[config.mk]
export PLATFORM = sky130hd
export DESIGN_NAME = bchj_ctrl
export DESIGN_NICKNAME = d
export VERILOG_FILES = /design/src/rtl/bchj_pkg.sv /design/src/rtl/bchj_ctrl.sv
export SDC_FILE = /design/constraint.sdc
export NUM_CORES = 1
export LEC_CHECK = 0
export BUFFER_PORTS_ARGS = -buffer_cell sky130_fd_sc_hd__buf_4
export CAP_MARGIN = 10
export CORE_AREA = 2 2 39 41
export DETAILED_ROUTE_END_ITERATION = 7
export DIE_AREA = 0 0 41 43
export PLACE_DENSITY = 0.77
export SLEW_MARGIN = 20
export SYNTH_ARGS = -nofsm -noshare
export SYNTH_HDL_FRONTEND = slang
export SYNTH_SLANG_ARGS = --single-unit
[constraint.sdc]
create_clock -name clk -period 2.8 [get_ports clk]
set_clock_uncertainty 0.2 [all_clocks]
set_input_delay 0.28 -clock clk [delete_from_list [all_inputs] [get_ports clk]]
set_output_delay 0.28 -clock clk [all_outputs]
set_load 0.02 [all_outputs]
[src/rtl/bchj_pkg.sv]
// ----------------------------------------------------------------------------
// bchj_pkg: shared types and constants for the bucket-chained hash join table
// Table sizes, derived widths, word structs, controller states, and the
// command and status groups between the controller and the datapath.
// ----------------------------------------------------------------------------
package bchj_pkg;

  localparam int HEAD_BUCKETS     = 1024;
  localparam int SLOTS_PER_BUCKET = 2;
  localparam int POOL_BUCKETS     = 1024;

  localparam int BKT_W  = (HEAD_BUCKETS > 1) ? $clog2(HEAD_BUCKETS) : 1;
  localparam int SLOT_W = (SLOTS_PER_BUCKET > 1) ? $clog2(SLOTS_PER_BUCKET) : 1;
  localparam int FILL_W = $clog2(SLOTS_PER_BUCKET + 1);
  localparam int LINK_W = $clog2(POOL_BUCKETS + 1);
  localparam int POOL_W = (POOL_BUCKETS > 1) ? $clog2(POOL_BUCKETS) : 1;
  localparam int META_W = FILL_W + LINK_W;
  localparam int HK_DEPTH = HEAD_BUCKETS * SLOTS_PER_BUCKET;
  localparam int SK_DEPTH = POOL_BUCKETS * SLOTS_PER_BUCKET;
  localparam int HK_AW  = $clog2(HK_DEPTH);
  localparam int SK_AW  = $clog2(SK_DEPTH);

  localparam int KEY_W   = 32;
  localparam int COUNT_W = 32;
  localparam int MASK_W  = 10;
  localparam int SKIP_W  = 5;
  localparam int CFG_IDX_W  = 1;
  localparam int CFG_DATA_W = MASK_W;

  localparam logic [MASK_W-1:0] MASK_RESET = MASK_W'(63);
  localparam logic [SKIP_W-1:0] SKIP_RESET = '0;

  localparam logic [CFG_IDX_W-1:0] REG_KEY_MASK  = CFG_IDX_W'(0);
  localparam logic [CFG_IDX_W-1:0] REG_IDX_SHIFT = CFG_IDX_W'(1);

  localparam logic MODE_BUILD = 1'b0;
  localparam logic MODE_PROBE = 1'b1;

  typedef struct packed {
    logic             mode;
    logic [KEY_W-1:0] key;
  } in_t;

  typedef struct packed {
    logic               hit;
    logic [COUNT_W-1:0] match_total;
    logic               pool_full;
  } out_t;

  typedef enum logic [3:0] {
    ST_CLEAR,
    ST_IDLE,
    ST_META,
    ST_SMETA_B,
    ST_ALLOC,
    ST_HKEY,
    ST_SMETA_P,
    ST_SKEY,
    ST_DONE
  } state_t;

  typedef struct packed {
    logic clear;
    logic accept;
    logic head_append;
    logic sm_rd;
    logic sm_from_spill;
    logic spill_append;
    logic alloc;
    logic hk_rd;
    logic sk_rd;
    logic slot_next;
    logic finish;
    logic fin_hit;
    logic fin_full;
    logic out_load;
  } cmd_t;

  typedef struct packed {
    logic clr_done;
    logic mode;
    logic h_room;
    logic h_empty;
    logic h_link_nz;
    logic s_room;
    logic s_empty;
    logic s_link_nz;
    logic hk_eq;
    logic sk_eq;
    logic h_more;
    logic s_more;
    logic pool_empty;
    logic out_free;
  } status_t;

endpackage

[src/rtl/bchj_ctrl.sv]
// ----------------------------------------------------------------------------
// bchj_ctrl: sequencer for build and probe operations
// Walks the clearing pass, head bucket, overflow chain and result hand-off,
// issuing one command group per cycle to the datapath.
// ----------------------------------------------------------------------------
module bchj_ctrl (
  input  logic              clk,
  input  logic              rst,
  input  logic              in_valid,
  output logic              in_stall,
  input  bchj_pkg::status_t st,
  output bchj_pkg::cmd_t    cmd
);

  bchj_pkg::state_t state, state_next;

  always_ff @(posedge clk) begin
    if (rst) begin
      state <= bchj_pkg::ST_CLEAR;
    end else begin
      state <= state_next;
    end
  end

  always_comb begin
    state_next = state;
    cmd        = '0;
    in_stall   = (state != bchj_pkg::ST_IDLE);
    unique case (state)
      bchj_pkg::ST_CLEAR: begin
        cmd.clear = 1'b1;
        if (st.clr_done) begin
          state_next = bchj_pkg::ST_IDLE;
        end
      end
      bchj_pkg::ST_IDLE: begin
        if (in_valid) begin
          cmd.accept = 1'b1;
          state_next = bchj_pkg::ST_META;
        end
      end
      bchj_pkg::ST_META: begin
        if (st.mode == bchj_pkg::MODE_BUILD) begin
          if (st.h_room) begin
            cmd.head_append = 1'b1;
            cmd.finish      = 1'b1;
            state_next      = bchj_pkg::ST_DONE;
          end else if (st.h_link_nz) begin
            cmd.sm_rd  = 1'b1;
            state_next = bchj_pkg::ST_SMETA_B;
          end else begin
            state_next = bchj_pkg::ST_ALLOC;
          end
        end else begin
          if (!st.h_empty) begin
            cmd.hk_rd  = 1'b1;
            state_next = bchj_pkg::ST_HKEY;
          end else if (st.h_link_nz) begin
            cmd.sm_rd  = 1'b1;
            state_next = bchj_pkg::ST_SMETA_P;
          end else begin
            cmd.finish = 1'b1;
            state_next = bchj_pkg::ST_DONE;
          end
        end
      end
      bchj_pkg::ST_SMETA_B: begin
        if (st.s_room) begin
          cmd.spill_append = 1'b1;
          cmd.finish       = 1'b1;
          state_next       = bchj_pkg::ST_DONE;
        end else begin
          state_next = bchj_pkg::ST_ALLOC;
        end
      end
      bchj_pkg::ST_ALLOC: begin
        cmd.finish = 1'b1;
        if (st.pool_empty) begin
          cmd.fin_full = 1'b1;
        end else begin
          cmd.alloc = 1'b1;
        end
        state_next = bchj_pkg::ST_DONE;
      end
      bchj_pkg::ST_HKEY: begin
        if (st.hk_eq) begin
          cmd.finish  = 1'b1;
          cmd.fin_hit = 1'b1;
          state_next  = bchj_pkg::ST_DONE;
        end else if (st.h_more) begin
          cmd.hk_rd     = 1'b1;
          cmd.slot_next = 1'b1;
        end else if (st.h_link_nz) begin
          cmd.sm_rd  = 1'b1;
          state_next = bchj_pkg::ST_SMETA_P;
        end else begin
          cmd.finish = 1'b1;
          state_next = bchj_pkg::ST_DONE;
        end
      end
      bchj_pkg::ST_SMETA_P: begin
        if (!st.s_empty) begin
          cmd.sk_rd  = 1'b1;
          state_next = bchj_pkg::ST_SKEY;
        end else if (st.s_link_nz) begin
          cmd.sm_rd         = 1'b1;
          cmd.sm_from_spill = 1'b1;
        end else begin
          cmd.finish = 1'b1;
          state_next = bchj_pkg::ST_DONE;
        end
      end
      bchj_pkg::ST_SKEY: begin
        if (st.sk_eq) begin
          cmd.finish  = 1'b1;
          cmd.fin_hit = 1'b1;
          state_next  = bchj_pkg::ST_DONE;
        end else if (st.s_more) begin
          cmd.sk_rd     = 1'b1;
          cmd.slot_next = 1'b1;
        end else if (st.s_link_nz) begin
          cmd.sm_rd         = 1'b1;
          cmd.sm_from_spill = 1'b1;
          state_next        = bchj_pkg::ST_SMETA_P;
        end else begin
          cmd.finish = 1'b1;
          state_next = bchj_pkg::ST_DONE;
        end
      end
      bchj_pkg::ST_DONE: begin
        if (st.out_free) begin
          cmd.out_load = 1'b1;
          state_next   = bchj_pkg::ST_IDLE;
        end
      end
      default: begin
        state_next = bchj_pkg::ST_CLEAR;
      end
    endcase
  end

endmodule

== Word level (Yosys, flattened, before mapping) ==
Index checks and enable logic that the tools add are counted.

* Register bits after elaboration: 4
* Output and inout port bits: 15

* Eq/ne operators: 15
* Multiplexer cells: 66
* Reduce and logical (&&, ||, !) cells: 2

{| class="wikitable"
|+ Operators with widths
! operator !! count
|-
| 4-bit two-way mux || 15
|-
| 1-bit two-way mux || 36
|-
| 4-bit one-hot mux with 9 select lines || 1
|-
| 4-bit by 3-bit == test with 1-bit output (second input constant) || 4
|-
| 2-bit two-way mux || 6
|-
| 1-bit one-hot mux with 2 select lines || 5
|-
| 3-bit != test (second input constant) || 3
|-
| 4-bit by 2-bit == test with 1-bit output (second input constant) || 2
|-
| 2-bit != test (second input constant) || 3
|-
| 1-bit one-hot mux with 6 select lines || 1
|-
| 6-bit AND reduction || 1
|-
| 4-bit by 1-bit == test with 1-bit output (second input constant) || 1
|-
| 4-bit == test (second input constant) || 1
|-
| 4-bit logical NOT || 1
|-
| 4-bit by 1-bit != test with 1-bit output (second input constant) || 1
|-
| 1-bit one-hot mux with 4 select lines || 1
|-
| 3-bit two-way mux || 1
|}

== Logic depth before layout (Yosys ltp) ==
* Word-level depth: 4
* Mapped depth: 6
* Depth with buffers taken out: 5

== Worst setup path after synthesis ==
No wires, ideal clock.

* Path type: register -> output
* Start: register state[2]
* End: output cmd[6] (netlist name)
* Arrival time: 1.407 ns
* Required time: 2.320 ns
* Setup slack: 0.913 ns
* Stages on the path, launching flop included: 4
* Path through: dfxtp_1 -> buf_6 -> or3b_1 -> o31ai_1

{| class="wikitable"
|+ RTL lines
! item !! RTL line !! source
|-
| start: declaration || bchj_ctrl.sv:15 || <nowiki>bchj_pkg::state_t state, state_next;</nowiki>
|-
| start signal: assignment || bchj_ctrl.sv:19 || <nowiki>state <= bchj_pkg::ST_CLEAR;</nowiki>
|-
| start signal: assignment || bchj_ctrl.sv:21 || <nowiki>state <= state_next;</nowiki>
|-
| end: declaration || bchj_ctrl.sv:12 || <nowiki>output bchj_pkg::cmd_t cmd</nowiki>
|}

==> metrics <==
grt met2 use 0.300; via count roughly 740; worst-margin pin slew 0.573 ns; nets 138; Max FO, Critical Path 13; Cell Area, Synth 601 um2; core area roughly 0.0014 mm2; CTS Buffer Depth 2; Syn Inst Count 89; Max-Cap Viols 0; Via density about 5.4; ANT nets after route 0; CP Buf/Inv Count 1; fmax 422 MHz; syn nets 106; RePlAce Congestion 0.865; I/O pin cnt 32; full die area 0.00176 mm2; CTS buffer count 3; met3 Use GR 0.0157; Yosys Warn Count 0; H-tree Lvls 1; leakage power 0.414 nW; Reg-to-Reg End state[2]$_SDFFE_PP0P_; top flop regs state: 4 flops; Synth Flop Type dfxtp_1; initial antenna violation count 0; Reg clk slew, reported paths 0.04 ns; CP max stage cell dfxtp_1; max incr delay on CP 0.56 ns; Worst EP arrival 1.89 ns; CP Capture Type output pin; Routed WL about 1600 um; crit-path leading delay family simple AND/OR/NAND/NOR gates; DP Worst Slack approximately 0.70 ns; launch point of the worst reg-to-reg path state[0]$_SDFFE_PP0P_; row cnt 14; grt peak-use layer met2; placed cell count about 130; Pwr Density 608 mW/mm2; outcome finished clean; Chip Height 43 um; fin crit share 0.846; Hold EP state[3]$_SDFFE_PP0P_; post-layout util 0.613; input/output buffers 31; CP cell instances or3b_1 -> or2_1 -> o2111ai_1 -> buf_4; post-synthesis async set-or-reset flop share 0; Synth cell types 41; Max IR drop VDD 0.000528 V; CTS tree yes; Skew-Pair Late Insertion Delay approximately 0.23 ns; worst setup margin 0.432 ns; unrepaired setup endpoints after global routing false; Final Power 516 uW; Root Buffer clkbuf_4; grt total ovfl 0; Crit path required time 2.32 ns; EDFF count, synth 0; Avg WL per Cell between 10 and 15 um; Syn Area/Cell 6.75 um2; first-pass GRT wire length 2530 um; Worst R2R Path Depth 5; pin count of the biggest net entering global routing 19; Post-CTS Resized 0; pins over their slew limit 0; register bit total from synthesis 4; layout cells sized above 1 0.336; Slew headroom 0.617; total global-route track usage 0.196; placed inst area about 830 um2; Sink Count 4; final std cells w/o fill 135; CP Class reg -> out; Min-Delay Path Class in -> reg; Area growth, synth to finish 41.3%; Min Clock Period, post-route 2.37 ns; Reg2Reg Setup Slack 0.75 ns; Fin. Hold Viols 0; WHS 0.0418 ns; ant diodes 0; vias in the first global route 610; initial core utilization 0.434; hold_sp rst; dpl hpwl 1340 um; initial DRC count 8; Largest register FFs 4; hold-fix buffers at CTS 0; DR pass1 iterations 4; met1 global-route usage 0.288; Post-CTS Setup Inserts 0; fin area 848 um2; setup TNS 0 ns; Startpoint Class flop; Remaining DRCs 0; post-synthesis sequential area ratio 0.133; Top reg by flops state; Die W 41 um; Finish-stage setup viols 0; Hold Path Depth 2
[cells by family (layout without fill, tap and decap cells)]
group / count (synthesis) / in the layout / share of synthesized area
AOI/OAI and AO/OA: 22 / 22 / 0.269
and+or+nand+nor: 49 / 49 / 0.469
muxes: 2 / 2 / 0.0333
buffers and inverters: 12 / 42 / 0.0958
DFF: 4 / 4 / 0.133
[cell type report]
cell class,instances,area (um2)
Inverter,8,30.0
Multi-Input combinational cell,73,463
Clock buffer,3,22.5
Timing Repair Buffer,31,233
Fill cell,132,536
Tap cell,16,20.0
Sequential cell,4,80.1
[placed cells by master, fill, tap and decap left out, types with 3 or more instances in the layout]
cell      count
inv_1         8
a21oi_1       5
clkbuf_4      3
nand3_1       5
dfxtp_1       4
buf_4        31
nor2_1       10
nand2_1      10
nor2b_1       3
[synthesized netlist by cell type, types with 2 or more instances]
cell / number / share of area
nand2_1: 10 / 0.063
and3b_2: 2 / 0.033
a211o_1: 2 / 0.029
nand2b_1: 2 / 0.021
nor2b_1: 3 / 0.031
o31ai_1: 2 / 0.025
and4b_1: 2 / 0.033
a21oi_1: 5 / 0.042
a22oi_1: 2 / 0.025
nor3_1: 2 / 0.017
nor2_1: 10 / 0.063
inv_1: 8 / 0.050
dfxtp_1: 4 / 0.13
mux2i_1: 2 / 0.033
nand3_1: 5 / 0.042
a32o_1: 2 / 0.033
o21bai_1: 2 / 0.025
[per-layer routing]
metal / share of wire / up-vias
li1: - / 385
met1: 0.49 / 327
met2: 0.45 / 23
met3: 0.058 / 0
met4: 0 / 0
met5: 0 / -
[report_power, final]
part           internal [mW]  switching, mW
registers             0.0730         0.0560
logic                  0.154          0.166
clock network         0.0476         0.0192
total                  0.274          0.241
[worst max-delay path by stage]
| stage | from | endpoint | slack [ns] | cells after the start |
|---|---|---|---|---|
| after floorplan | state[2]$_SDFFE_PP0P_ | cmd[6] | 0.91 | 3 |
| after global placement | state[0]$_SDFFE_PP0P_ | cmd[10] | 0.73 | 5 |
| after detailed placement | state[1]$_SDFFE_PP0P_ | cmd[3] | 0.70 | 4 |
| after CTS | state[1]$_SDFFE_PP0P_ | cmd[3] | 0.44 | 4 |
| after global routing | state[0]$_SDFFE_PP0P_ | cmd[10] | 0.26 | 5 |
| final | state[1]$_SDFFE_PP0P_ | cmd[3] | 0.43 | 4 |
[worst register-to-register path, cell delays in order, from the launching register on]
cell,delay [ns]
dfxtp_1,0.67
nor2b_1,0.29
nand3_1,0.15
and4b_1,0.23
and2_4,0.17
a32o_1,0.23
Power figures use the tool's default switching activity.
